--- src/rtl/core/pat_pkg.sv ---
`timescale 1ns / 1ps

package pat_pkg;

  // Operation codes
  localparam logic [3:0] MODE_LOOKUP  = 4'd0;
  localparam logic [3:0] MODE_ADD     = 4'd1;
  localparam logic [3:0] MODE_REMOVE  = 4'd2;
  localparam logic [3:0] MODE_CONFIRM = 4'd3;
  localparam logic [3:0] MODE_DENY    = 4'd4;
  localparam logic [3:0] MODE_PENDING = 4'd5;
  localparam logic [3:0] MODE_CLEAR   = 4'd6;
  localparam logic [3:0] MODE_DEMOTE  = 4'd7;
  localparam logic [3:0] MODE_READ    = 4'd8;

  // Status codes
  localparam logic [2:0] STATUS_OK       = 3'd0;
  localparam logic [2:0] STATUS_INVALID  = 3'd1;
  localparam logic [2:0] STATUS_PRESENT  = 3'd2;
  localparam logic [2:0] STATUS_FULL     = 3'd3;
  localparam logic [2:0] STATUS_NOTFOUND = 3'd4;

  // Trust states
  localparam logic [1:0] TRUST_PENDING   = 2'd0;
  localparam logic [1:0] TRUST_CONFIRMED = 2'd1;
  localparam logic [1:0] TRUST_DENIED    = 2'd2;

  localparam logic [1:0]  VIA_NONE = 2'd0;
  localparam logic [31:0] ID_ALL_ONES = 32'hFFFF_FFFF;

  typedef struct packed {
    logic [31:0] id;
    logic [1:0]  trust;
    logic [1:0]  transport;
    logic [31:0] verified;
  } entry_t;

  localparam int ENTRY_W = $bits(entry_t);

  typedef struct packed {
    logic [3:0]  mode;
    logic [31:0] node_id;
    logic [1:0]  via;
    logic [31:0] epoch_now;
    logic [3:0]  slot;
  } op_t;

  typedef struct packed {
    logic [2:0]  status;
    logic        found;
    logic [1:0]  peer_state;
    logic        may_open;
    logic        is_confirmed;
    logic [1:0]  transport;
    logic [31:0] verified;
    logic [31:0] peer;
    logic [4:0]  count;
  } result_t;

  function automatic logic id_ok(logic [31:0] id);
    return (id != '0) && (id != ID_ALL_ONES);
  endfunction

  // Build a response; entry fields stay zero when nothing was found
  function automatic result_t make_result(logic [2:0] status, logic found, entry_t e);
    result_t r;
    r = '0;
    r.status = status;
    if (found) begin
      r.found        = 1'b1;
      r.peer_state   = e.trust;
      r.may_open     = (e.trust != TRUST_DENIED);
      r.is_confirmed = (e.trust == TRUST_CONFIRMED);
      r.transport    = e.transport;
      r.verified     = e.verified;
      r.peer         = e.id;
    end
    return r;
  endfunction

endpackage

--- src/rtl/core/pat_req_if.sv ---
`timescale 1ns / 1ps

interface pat_req_if;
  logic        valid;
  logic        ready;
  logic [3:0]  mode;
  logic [31:0] node_id;
  logic [1:0]  via;
  logic [31:0] epoch_now;
  logic [3:0]  slot;

  modport source (output valid, mode, node_id, via, epoch_now, slot, input ready);
  modport sink   (input valid, mode, node_id, via, epoch_now, slot, output ready);
endinterface

--- src/rtl/core/pat_rsp_if.sv ---
`timescale 1ns / 1ps

interface pat_rsp_if;
  logic        valid;
  logic        ready;
  logic [2:0]  status;
  logic        found;
  logic [1:0]  peer_state;
  logic        may_open;
  logic        is_confirmed;
  logic [1:0]  transport_out;
  logic [31:0] verified_out;
  logic [31:0] peer_out;
  logic [4:0]  count_out;

  modport source (output valid, status, found, peer_state, may_open, is_confirmed,
                  transport_out, verified_out, peer_out, count_out, input ready);
  modport sink   (input valid, status, found, peer_state, may_open, is_confirmed,
                  transport_out, verified_out, peer_out, count_out, output ready);
endinterface

--- src/rtl/core/pat_ram.sv ---
`timescale 1ns / 1ps

module pat_ram #(
  parameter int WIDTH = 8,
  parameter int DEPTH = 16,
  localparam int AW = (DEPTH > 1) ? $clog2(DEPTH) : 1
) (
  input  logic             clk,
  input  logic             we,
  input  logic [AW-1:0]    waddr,
  input  logic [WIDTH-1:0] wdata,
  input  logic [AW-1:0]    raddr,
  output logic [WIDTH-1:0] rdata
);

  logic [WIDTH-1:0] mem [DEPTH];

  // Write one word, read one word registered
  always_ff @(posedge clk) begin
    if (we) begin
      mem[waddr] <= wdata;
    end
    rdata <= mem[raddr];
  end

endmodule

--- src/rtl/core/pat_ctrl.sv ---
`timescale 1ns / 1ps

module pat_ctrl
  import pat_pkg::*;
#(
  parameter int MAX_PEERS = 16,
  localparam int IDX_W = (MAX_PEERS > 1) ? $clog2(MAX_PEERS) : 1,
  localparam int CNT_W = $clog2(MAX_PEERS + 1)
) (
  input  logic             clk,
  input  logic             rst,
  input  logic             op_valid,
  output logic             op_ready,
  input  op_t              op_in,
  output logic             res_valid,
  input  logic             res_ready,
  output result_t          res,
  output logic [IDX_W-1:0] raddr,
  input  entry_t           rdata,
  output logic             we,
  output logic [IDX_W-1:0] waddr,
  output entry_t           wdata
);

  localparam int SW = (CNT_W > 4) ? CNT_W : 4;

  typedef enum logic [5:0] {
    S_IDLE   = 6'b000001,
    S_SCAN   = 6'b000010,
    S_SHIFT  = 6'b000100,
    S_DEMOTE = 6'b001000,
    S_READ   = 6'b010000,
    S_RESP   = 6'b100000
  } state_t;

  state_t           state, state_next;
  op_t              op, op_next;
  logic [CNT_W-1:0] count, count_next;
  logic [CNT_W-1:0] issue, issue_next;
  logic             rd_v, rd_v_next;
  logic [IDX_W-1:0] rd_idx, rd_idx_next;
  result_t          res_q, res_next;
  logic             all_issued;
  logic             hit_now;
  entry_t           upd;

  assign all_issued = (issue >= count);
  // Shared compare unit: one stored id against the request id per cycle
  assign hit_now    = rd_v && (rdata.id == op.node_id);
  assign op_ready   = (state == S_IDLE);
  assign res_valid  = (state == S_RESP);
  assign res        = res_q;

  always_comb begin
    state_next  = state;
    op_next     = op;
    count_next  = count;
    issue_next  = issue;
    rd_v_next   = rd_v;
    rd_idx_next = rd_idx;
    res_next    = res_q;
    raddr       = issue[IDX_W-1:0];
    we          = 1'b0;
    waddr       = rd_idx;
    wdata       = rdata;
    upd         = rdata;

    unique case (state)
      S_IDLE: begin
        if (op_valid) begin
          op_next    = op_in;
          issue_next = '0;
          rd_v_next  = 1'b0;
          unique case (op_in.mode)
            MODE_LOOKUP, MODE_ADD, MODE_REMOVE, MODE_CONFIRM, MODE_DENY,
            MODE_PENDING: begin
              if (id_ok(op_in.node_id)) begin
                state_next = S_SCAN;
              end else begin
                res_next   = make_result(STATUS_INVALID, 1'b0, '0);
                state_next = S_RESP;
              end
            end
            MODE_CLEAR: begin
              count_next = '0;
              res_next   = make_result(STATUS_OK, 1'b0, '0);
              state_next = S_RESP;
            end
            MODE_DEMOTE: begin
              state_next = S_DEMOTE;
            end
            MODE_READ: begin
              if (SW'(op_in.slot) < SW'(count)) begin
                state_next = S_READ;
              end else begin
                res_next   = make_result(STATUS_NOTFOUND, 1'b0, '0);
                state_next = S_RESP;
              end
            end
            default: begin
              res_next   = make_result(STATUS_OK, 1'b0, '0);
              state_next = S_RESP;
            end
          endcase
        end
      end

      S_SCAN: begin
        // Advance the read pointer one entry a cycle
        if (!all_issued) begin
          rd_v_next   = 1'b1;
          rd_idx_next = issue[IDX_W-1:0];
          issue_next  = issue + CNT_W'(1);
        end else begin
          rd_v_next = 1'b0;
        end
        if (hit_now) begin
          state_next = S_RESP;
          unique case (op.mode)
            MODE_REMOVE: begin
              // Start compaction just past the hit
              issue_next = CNT_W'(rd_idx) + CNT_W'(1);
              rd_v_next  = 1'b0;
              state_next = S_SHIFT;
            end
            MODE_ADD: begin
              res_next = make_result(STATUS_PRESENT, 1'b1, rdata);
            end
            MODE_CONFIRM: begin
              upd.trust     = TRUST_CONFIRMED;
              upd.transport = op.via;
              upd.verified  = op.epoch_now;
              we            = 1'b1;
              wdata         = upd;
              res_next      = make_result(STATUS_OK, 1'b1, upd);
            end
            MODE_DENY: begin
              upd.trust = TRUST_DENIED;
              we        = 1'b1;
              wdata     = upd;
              res_next  = make_result(STATUS_OK, 1'b1, upd);
            end
            MODE_PENDING: begin
              upd.trust = TRUST_PENDING;
              we        = 1'b1;
              wdata     = upd;
              res_next  = make_result(STATUS_OK, 1'b1, upd);
            end
            default: begin
              res_next = make_result(STATUS_OK, 1'b1, rdata);
            end
          endcase
        end else if (all_issued) begin
          state_next = S_RESP;
          if (op.mode == MODE_ADD) begin
            if (count >= CNT_W'(MAX_PEERS)) begin
              res_next = make_result(STATUS_FULL, 1'b0, '0);
            end else begin
              // Append the new id as pending
              upd.id        = op.node_id;
              upd.trust     = TRUST_PENDING;
              upd.transport = VIA_NONE;
              upd.verified  = '0;
              we            = 1'b1;
              waddr         = count[IDX_W-1:0];
              wdata         = upd;
              count_next    = count + CNT_W'(1);
              res_next      = make_result(STATUS_OK, 1'b1, upd);
            end
          end else begin
            res_next = make_result(STATUS_NOTFOUND, 1'b0, '0);
          end
        end
      end

      S_SHIFT: begin
        // Move each later entry down by one
        if (!all_issued) begin
          rd_v_next   = 1'b1;
          rd_idx_next = issue[IDX_W-1:0];
          issue_next  = issue + CNT_W'(1);
        end else begin
          rd_v_next = 1'b0;
        end
        if (rd_v) begin
          we    = 1'b1;
          waddr = rd_idx - IDX_W'(1);
        end else if (all_issued) begin
          count_next = count - CNT_W'(1);
          res_next   = make_result(STATUS_OK, 1'b0, '0);
          state_next = S_RESP;
        end
      end

      S_DEMOTE: begin
        // Drop every confirmed entry back to pending
        if (!all_issued) begin
          rd_v_next   = 1'b1;
          rd_idx_next = issue[IDX_W-1:0];
          issue_next  = issue + CNT_W'(1);
        end else begin
          rd_v_next = 1'b0;
        end
        if (rd_v) begin
          upd.trust = TRUST_PENDING;
          wdata     = upd;
          we        = (rdata.trust == TRUST_CONFIRMED);
        end else if (all_issued) begin
          res_next   = make_result(STATUS_OK, 1'b0, '0);
          state_next = S_RESP;
        end
      end

      S_READ: begin
        raddr = IDX_W'(op.slot);
        if (!rd_v) begin
          rd_v_next = 1'b1;
        end else begin
          res_next   = make_result(STATUS_OK, 1'b1, rdata);
          state_next = S_RESP;
        end
      end

      S_RESP: begin
        if (res_ready) begin
          state_next = S_IDLE;
        end
      end

      default: begin
        state_next = S_IDLE;
      end
    endcase

    // Stamp the entry count after the operation
    if (state != S_RESP && state_next == S_RESP) begin
      res_next.count = 5'(count_next);
    end
  end

  always_ff @(posedge clk) begin
    if (rst) begin
      state <= S_IDLE;
      count <= '0;
      rd_v  <= 1'b0;
    end else begin
      state <= state_next;
      count <= count_next;
      rd_v  <= rd_v_next;
    end
    op     <= op_next;
    issue  <= issue_next;
    rd_idx <= rd_idx_next;
    res_q  <= res_next;
  end

endmodule

--- src/rtl/core/peer_access_table_top.sv ---
`timescale 1ns / 1ps
// Throughput: one request at a time; a new request is accepted only once the previous one
// has left the controller. Scans, compaction and demote are paced by the single table read
// port stepping one entry a cycle.
// Reset: the entry count and control are cleared at once; table words are not swept.

module peer_access_table_top
  import pat_pkg::*;
#(
  parameter int MAX_PEERS = 16
) (
  input  logic      clk,
  input  logic      rst,
  pat_req_if.sink   req,
  pat_rsp_if.source rsp
);

  localparam int IDX_W = (MAX_PEERS > 1) ? $clog2(MAX_PEERS) : 1;

  op_t              op_in;
  logic             res_valid;
  logic             res_ready;
  result_t          res;
  logic [IDX_W-1:0] raddr;
  logic [IDX_W-1:0] waddr;
  logic             we;
  entry_t           rdata;
  entry_t           wdata;
  result_t          out_q;
  logic             out_valid;

  assign op_in.mode      = req.mode;
  assign op_in.node_id   = req.node_id;
  assign op_in.via       = req.via;
  assign op_in.epoch_now = req.epoch_now;
  assign op_in.slot      = req.slot;

  pat_ram #(
    .WIDTH (ENTRY_W),
    .DEPTH (MAX_PEERS)
  ) u_ram (
    .clk   (clk),
    .we    (we),
    .waddr (waddr),
    .wdata (wdata),
    .raddr (raddr),
    .rdata (rdata)
  );

  pat_ctrl #(
    .MAX_PEERS (MAX_PEERS)
  ) u_ctrl (
    .clk       (clk),
    .rst       (rst),
    .op_valid  (req.valid),
    .op_ready  (req.ready),
    .op_in     (op_in),
    .res_valid (res_valid),
    .res_ready (res_ready),
    .res       (res),
    .raddr     (raddr),
    .rdata     (rdata),
    .we        (we),
    .waddr     (waddr),
    .wdata     (wdata)
  );

  // Hold the response until the sink takes it
  assign res_ready = !out_valid || rsp.ready;

  always_ff @(posedge clk) begin
    if (rst) begin
      out_valid <= 1'b0;
    end else if (res_ready) begin
      out_valid <= res_valid;
    end
    if (res_ready && res_valid) begin
      out_q <= res;
    end
  end

  assign rsp.valid         = out_valid;
  assign rsp.status        = out_q.status;
  assign rsp.found         = out_q.found;
  assign rsp.peer_state    = out_q.peer_state;
  assign rsp.may_open      = out_q.may_open;
  assign rsp.is_confirmed  = out_q.is_confirmed;
  assign rsp.transport_out = out_q.transport;
  assign rsp.verified_out  = out_q.verified;
  assign rsp.peer_out      = out_q.peer;
  assign rsp.count_out     = out_q.count;

endmodule

--- src/flat_wrapper.sv ---
// flat-port wrapper written by rule: the top's interface ports become plain ports
module peer_access_table_top_flat import pat_pkg::*;
#(
  parameter int MAX_PEERS = 16
)
  (clk, rst, req_valid, req_mode, req_node_id, req_via, req_epoch_now, req_slot, req_ready, rsp_valid, rsp_status, rsp_found, rsp_peer_state, rsp_may_open, rsp_is_confirmed, rsp_transport_out, rsp_verified_out, rsp_peer_out, rsp_count_out, rsp_ready);
  pat_req_if req_i ();
  pat_rsp_if rsp_i ();
  input  logic clk;
  input  logic rst;
  input wire logic [$bits(req_i.valid)-1:0] req_valid;
  input wire logic [$bits(req_i.mode)-1:0] req_mode;
  input wire logic [$bits(req_i.node_id)-1:0] req_node_id;
  input wire logic [$bits(req_i.via)-1:0] req_via;
  input wire logic [$bits(req_i.epoch_now)-1:0] req_epoch_now;
  input wire logic [$bits(req_i.slot)-1:0] req_slot;
  output wire logic [$bits(req_i.ready)-1:0] req_ready;
  output wire logic [$bits(rsp_i.valid)-1:0] rsp_valid;
  output wire logic [$bits(rsp_i.status)-1:0] rsp_status;
  output wire logic [$bits(rsp_i.found)-1:0] rsp_found;
  output wire logic [$bits(rsp_i.peer_state)-1:0] rsp_peer_state;
  output wire logic [$bits(rsp_i.may_open)-1:0] rsp_may_open;
  output wire logic [$bits(rsp_i.is_confirmed)-1:0] rsp_is_confirmed;
  output wire logic [$bits(rsp_i.transport_out)-1:0] rsp_transport_out;
  output wire logic [$bits(rsp_i.verified_out)-1:0] rsp_verified_out;
  output wire logic [$bits(rsp_i.peer_out)-1:0] rsp_peer_out;
  output wire logic [$bits(rsp_i.count_out)-1:0] rsp_count_out;
  input wire logic [$bits(rsp_i.ready)-1:0] rsp_ready;
  assign req_i.valid = req_valid;
  assign req_i.mode = req_mode;
  assign req_i.node_id = req_node_id;
  assign req_i.via = req_via;
  assign req_i.epoch_now = req_epoch_now;
  assign req_i.slot = req_slot;
  assign req_ready = req_i.ready;
  assign rsp_valid = rsp_i.valid;
  assign rsp_status = rsp_i.status;
  assign rsp_found = rsp_i.found;
  assign rsp_peer_state = rsp_i.peer_state;
  assign rsp_may_open = rsp_i.may_open;
  assign rsp_is_confirmed = rsp_i.is_confirmed;
  assign rsp_transport_out = rsp_i.transport_out;
  assign rsp_verified_out = rsp_i.verified_out;
  assign rsp_peer_out = rsp_i.peer_out;
  assign rsp_count_out = rsp_i.count_out;
  assign rsp_i.ready = rsp_ready;
  peer_access_table_top #(.MAX_PEERS(MAX_PEERS)) u_core (.clk(clk), .rst(rst), .req(req_i), .rsp(rsp_i));
endmodule
--- config.mk ---
export PLATFORM = sky130hd
export DESIGN_NAME = peer_access_table_top_flat
export DESIGN_NICKNAME = d
export VERILOG_FILES = /design/src/rtl/core/pat_pkg.sv /design/src/rtl/core/pat_req_if.sv /design/src/rtl/core/pat_rsp_if.sv /design/src/rtl/core/pat_ram.sv /design/src/rtl/core/pat_ctrl.sv /design/src/rtl/core/peer_access_table_top.sv /design/src/flat_wrapper.sv
export SDC_FILE = /design/constraint.sdc
export NUM_CORES = 2
export LEC_CHECK = 0
export ABC_CLOCK_PERIOD_IN_PS = 9000
export BUFFER_PORTS_ARGS = -buffer_cell sky130_fd_sc_hd__buf_2
export CELL_PAD_IN_SITES_DETAIL_PLACEMENT = 1
export CELL_PAD_IN_SITES_GLOBAL_PLACEMENT = 1
export CORE_AREA = 2 2 346 348
export CTS_CLUSTER_DIAMETER = 80
export CTS_CLUSTER_SIZE = 30
export DETAILED_ROUTE_END_ITERATION = 8
export DIE_AREA = 0 0 348 350
export HOLD_SLACK_MARGIN = 0.06
export MAX_ROUTING_LAYER = met4
export PLACE_DENSITY_LB_ADDON = 0.1
export SYNTH_ARGS = -nofsm -noshare
export SYNTH_HDL_FRONTEND = slang
export SYNTH_SLANG_ARGS = --single-unit
--- constraint.sdc ---
create_clock -name clk -period 9 [get_ports clk]
set_input_delay 1.8 -clock clk [delete_from_list [all_inputs] [get_ports clk]]
set_output_delay 1.8 -clock clk [all_outputs]
set_load 0.01 [all_outputs]
* Word-level counts from Yosys, hierarchy flattened
Memories as Yosys holds them, arrays and structs flattened. A register that Yosys moved wholly into a read port is not among the register bits. Cells that the tools add are included.
Operators by class: bitwise operators 1, $add $sub $neg 5, reduce and logical (&&, ||, !) cells 21, muxes and demuxes 68, order comparisons 3, equal/unequal tests 43
Operator list (count):
- 79-bit 2-to-1 mux | 9
- 79-bit case mux with 5 select lines | 1
- 79-bit case mux with 4 select lines | 1
- 68-bit 2-to-1 mux | 4
- 79-bit case mux with 3 select lines | 1
- 68-bit case mux with 2 select lines | 1
- 36-bit case mux with 3 select lines | 1
- 78-bit 2-to-1 mux | 1
- 5-bit 2-to-1 mux | 13
- 6-bit 2-to-1 mux | 9
- 36-bit 2-to-1 mux | 1
- 32-bit equality test | 1
- 32-bit inequality test (second input constant) | 1
- 32-bit nonzero test | 1
- 5-bit case mux with 3 select lines | 2
- 6-bit case mux with 5 select lines | 1
- 4-bit by 3-bit equality test with 1-bit output (second input constant) | 6
- 4-bit 2-to-1 mux | 6
- 10-bit AND reduction | 2
- 3-bit inequality test (second input constant) | 6
- 6-bit case mux with 3 select lines | 1
- 4-bit by 2-bit equality test with 1-bit output (second input constant) | 4
- 4-bit inequality test (second input constant) | 4
- 1-bit 2-to-1 mux | 13
- 36 further kinds | 51
Storage, ports and cells: register bits 254, memories 1, bits in writable memories 1088, logic and storage cells 171, output and inout bits 81
Memories:
- u_core.u_ram.mem | depth 16, bits a word 68, read ports 1, clocked after Yosys merged registers in 1, wr ports 1, RTL line pat_ram.sv:16 | logic [WIDTH-1:0] mem [DEPTH];

* Longest topological paths before layout
word-level depth 10, mapped depth 12

* Cells and area by module
A second synthesis with hierarchy kept.
Unflattened totals: cells, all modules 2588, area, all modules 53178.5 sq um
Modules (own cells, without submodules):
- pat_ram | times used 1, area an instance 41980.3 sq um, cells an instance 1750
- pat_ctrl | times used 1, area an instance 8770.9 sq um, cells an instance 754
- peer_access_table_top | times used 1, area an instance 2427.3 sq um, cells an instance 84

* Worst setup path before layout
Ideal clock, no wire load.
path kind register to register, start point register u_core.u_ctrl.count[2], end point memory u_core.u_ram.mem[10][0] (netlist bit) (enable), slack -0.521 ns, path buffers 3, required time 8.338 ns, data arrival time 8.859 ns, setup time 0.662 ns, stages on the path, launching flop included 13, cells stage by stage dfxtp_1 -> clkbuf_1 -> inv_1 -> ha_1 -> nand2_1 -> o21ai_0 -> a31oi_1 -> clkbuf_1 -> nor3_1 -> nand3_1 -> and3_1 -> buf_2 -> nor4_1
On the way: longest elaborated chain between the ends 8, elaborated cells on any way between the ends 14, classes of those cells 2 x order compare; 12 x mux
Ends and longest elaborated chain:
- start: declaration | RTL line pat_ctrl.sv:38 | logic [CNT_W-1:0] count, count_next;
- start signal: assignment | RTL line pat_ctrl.sv:248 | count <= count_next;
- 5-bit >= comparator | RTL line pat_ctrl.sv:156 | if (count >= CNT_W'(MAX_PEERS)) begin
- 1-bit 2-to-1 mux | RTL line pat_ctrl.sv:156
- 1-bit 2-to-1 mux | RTL line pat_ctrl.sv:155 | if (op.mode == MODE_ADD) begin
- 1-bit 2-to-1 mux | RTL line pat_ctrl.sv:153 | end else if (all_issued) begin
- 1-bit 2-to-1 mux | RTL line pat_ctrl.sv:117 | if (hit_now) begin
- 1-bit case mux with 3 select lines | RTL line pat_ctrl.sv:68 | unique case (state)
- 1-bit 2-to-1 mux | RTL line pat_ram.sv:20 | if (we) begin
- 1-bit 2-to-1 mux (not written as such) | RTL line pat_ram.sv:21 | mem[waddr] <= wdata;
- end: declaration | RTL line pat_ram.sv:16
Parallel ways exist; a longest one is shown, timed or not.

* Final worst setup path
start point register u_core.u_ctrl.op[66] (netlist bit), end point memory u_core.u_ram.mem[12][13] (netlist bit) (enable)
On the way: longest elaborated chain between the ends 6, elaborated cells on any way between the ends 8, classes of those cells 1 x eq/ne; 6 x mux; 1 x reduce/logical
Ends and longest elaborated chain:
- start: declaration | RTL line pat_ctrl.sv:37 | op_t op, op_next;
- start signal: assignment | RTL line pat_ctrl.sv:251 | op <= op_next;
- 32-bit equality test * | RTL line pat_ctrl.sv:49 | assign hit_now = rd_v && (rdata.id == op.node_id);
- 1-bit logical AND * | RTL line pat_ctrl.sv:49
- 1-bit 2-to-1 mux | RTL line pat_ctrl.sv:117
- 1-bit case mux with 3 select lines | RTL line pat_ctrl.sv:68
- 1-bit 2-to-1 mux | RTL line pat_ram.sv:20
- 1-bit 2-to-1 mux (not written as such) | RTL line pat_ram.sv:21
Mark *: on every way between the ends. The rest lies on a longest branch, timed or not.

==> reports/qor.txt <==
status -> finished clean
Die Y-Extent -> 350 um
YS warnings -> 0
Clock transition at path regs -> 0.10 ns
initial antenna violation count -> 5
Gate power share -> 15.8%
gpl congestion -> 0.7845
input/output buffers -> 158
grt ovf -> 0
buffer count from post-CTS setup fixing -> 0
routed len/inst -> 27.44 um
leakage power -> 19.75 nW
Mapped Cells -> 3880
Clk pwr share -> 27.2%
setup_tns -> 0 ns
ranking of synthesized cells by area -> edfxtp_1 72%, nand2_1 5.7%, a311oi_1 3.2%
DRT Wirelength -> 150600 um
EDFF count, synth -> 1329
max-cap violation count -> 0
1st-iter DRT viols -> 2857
critical setup path kind -> reg2reg
Synth top area share -> 72.40%
Avg Cell Area, Syn -> 14.21 sq um
Worst Min Path Start -> u_core.u_ctrl.res[44]$_DFFE_PP_
CP endpoint kind -> flop
H-tree depth -> 3
Net Count, Synth -> 3971
Final Setup Violations -> 0
predominant post-synthesis flop cell -> edfxtp_1
area grow syn2layout -> 8.880%
vias in the first global route -> 34103
via/cell ratio -> 6.100
Vias -> 33476
Peak VDD IR -> 167.0 uV
Clock Latency Late Sink -> 0.69 ns
root buf cell -> clkbuf_16
async set-reset flop share out of synthesis -> 0%
Final WS setup -> 3.858 ns
PD cells -> 234.9 nW/um^2
CP max FO -> 51
RR Startpoint -> u_core.u_ctrl.op[66]$_DFFE_PP_
Final nets -> 3992
slew margin rel. -> 15.60%
Synth top cells by count -> 1329 x edfxtp_1, 838 x nand2_1, 290 x nand3_1
pre-CTS setup slack -> 3.410 ns
Netlist cell types -> 72
Final Max Slew Viols -> 0
CP startpoint kind -> flop
total power -> 14.10 mW
Tmin final -> 5.142 ns
CTS hold repair buffers -> 0
final cell count without fillers -> 5488
Fillers -> 11352
clk sinks -> 1410
Residual DRC -> 0
CTS Buf Count -> 67
share of post-route cells with drive strength above 1 -> 10.50%
first-pass detailed-route iteration total -> 5
worst-margin pin slew -> 1.266 ns
chip width -> 348 um
row count -> 126
gr usage total -> 25.24%
TritonCTS clock tree -> yes
pin count of the biggest net entering global routing -> 165
Hold Fails Final Rpt -> 0
IO Pins -> 159
Max Buffers Root-to-Sink -> 3
n_diodes -> 0
Initial Util -> 46.81%
placed insts -> 5368
crit path from -> u_core.u_ctrl.op[66]$_DFFE_PP_
internal power -> 10.06 mW
Cell Area, Synth -> 55120 sq um
sw power -> 4.042 mW
worst clock skew -> 0.04205 ns
#FFs+latches synth -> 1410
final instance area -> 60020 sq um
CP required -> 9.28 ns
hpwl dp -> 82910 um
RSZ-0062 raised after global routing -> false
Die ar. -> 121800 sq um
switching fraction of total power -> 28.67%
WP data arrival -> 5.42 ns
final antenna-violating net count -> 0
first-pass GRT wire length -> 224100 um
WHS -> 0.4281 ns
Core Region -> 117800 sq um
sequential power share -> 57.0%
final worst-path cycle share -> 57.14%
placed cell areas -> 57690 sq um
Fmax -> 194.5 MHz
worst min path class -> reg2reg
final core utilization -> 50.96%
Resized cells post-CTS -> 0
cell taking the most area after synthesis -> edfxtp_1
sequential area share after synthesis -> 75.34%
most common cell in the netlist -> edfxtp_1
==> routing by layer <==
layer  share of wire, %  global-route usage [%]  routed length, um  vias up
met5                  0                       -                  0        -
met4                1.8                   5.053               2704        0
met3                4.2                   2.360               6328      159
met2                 48                   40.91              73040      846
met1                 46                   35.13              68530    17549
li1                   -                       -                  -    14922
==> cell type report <==
| class | instances | area (sq um) | share of cell area (%) |
|---|---|---|---|
| clock buffer | 85 | 1879 | 3.131 |
| clock inverter | 35 | 449.2 | 0.7484 |
| tap | 1536 | 1922 | 3.202 |
| sequential | 1410 | 41530 | 69.20 |
| timing repair buffer | 232 | 1446 | 2.410 |
| inverter | 17 | 66.31 | 0.1105 |
| multi-input combinational | 2173 | 12720 | 21.20 |
==> sequential cells by signal, summed over array words and instances, names as in the netlist <==
register and count:
u_core.rsp.peer_out 32, u_core.rsp.transport_out 2, u_core.rsp.may_open 1, u_core.u_ctrl.op 74, u_core.rsp.is_confirmed 1, u_core.rsp.count_out 5, u_core.rsp.peer_state 2, u_core.u_ctrl.rd_v 1
u_core.rsp.valid 1, u_core.u_ctrl.state 6, u_core.u_ctrl.count 5, u_core.u_ram.mem 1088, u_core.u_ctrl.issue 5, u_core.u_ram.rdata 68, u_core.rsp.verified_out 32, u_core.u_ctrl.rd_idx 4
u_core.rsp.found 1, u_core.u_ctrl.res 79, u_core.rsp.status 3
==> logic make-up (layout without fill, tap and decap cells) <==
kind of cell	Yosys count	count (layout)	share of synthesized area [%]
flip-flops	1410	1410	75.34
XOR/XNOR	41	41	0.6514
buffers and inverters	297	369	2.181
adder cells (fa/ha/maj)	13	13	0.2951
AO/OA/AOI/OAI	667	667	9.252
multiplexers	39	39	0.7831
AND/OR/NAND/NOR	1413	1413	11.50
==> power groups by stage <==
stage / combinational [mW] / sequential, mW / clock [mW]
2_1_floorplan: 1.37 / 8.13 / 0
3_3_place_gp: 2.16 / 8.18 / 0
3_5_place_dp: 2.22 / 8.19 / 0
4_1_cts: 2.23 / 8.04 / 3.93
5_1_grt: 2.42 / 8.06 / 4.12
6_report: 2.22 / 8.04 / 3.84
==> critical path: stages (launching register included) <==
cell and delay, ns:
edfxtp_1 0.44, xnor2_1 0.41, nand4_1 0.17, or4_1 0.76, or4_1 0.77, a31oi_4 0.28
a311oi_2 0.07, buf_4 0.23, nor4_2 0.61, buf_4 0.90
==> cell usage in the layout (no fill, tap or decap), drive strengths merged, types with 38 or more instances in the layout <==
| cell type | instances |
|---|---|
| a211oi | 137 |
| a21oi | 86 |
| a22o | 100 |
| a311oi | 205 |
| a31oi | 75 |
| and3 | 142 |
| buf | 232 |
| clkbuf | 85 |
| dfxtp | 81 |
| edfxtp | 1329 |
| nand2 | 839 |
| nand3 | 290 |
| nor4 | 38 |
==> final timing paths <==
| kind | endpoint | slack (ns) | cells after the start |
|---|---|---|---|
| max reg2reg | u_core.u_ram.mem[12][13]$_DFFE_PP_ | 3.86 | 9 |
| max | u_core.u_ram.mem[12][13]$_DFFE_PP_ | 3.86 | 9 |
| min reg2reg | u_core.rsp.verified_out[7]$_DFFE_PP_ | 0.43 | 0 |
| min | u_core.rsp.verified_out[7]$_DFFE_PP_ | 0.43 | 0 |
No activity file was read; power rests on OpenSTA's default activity.
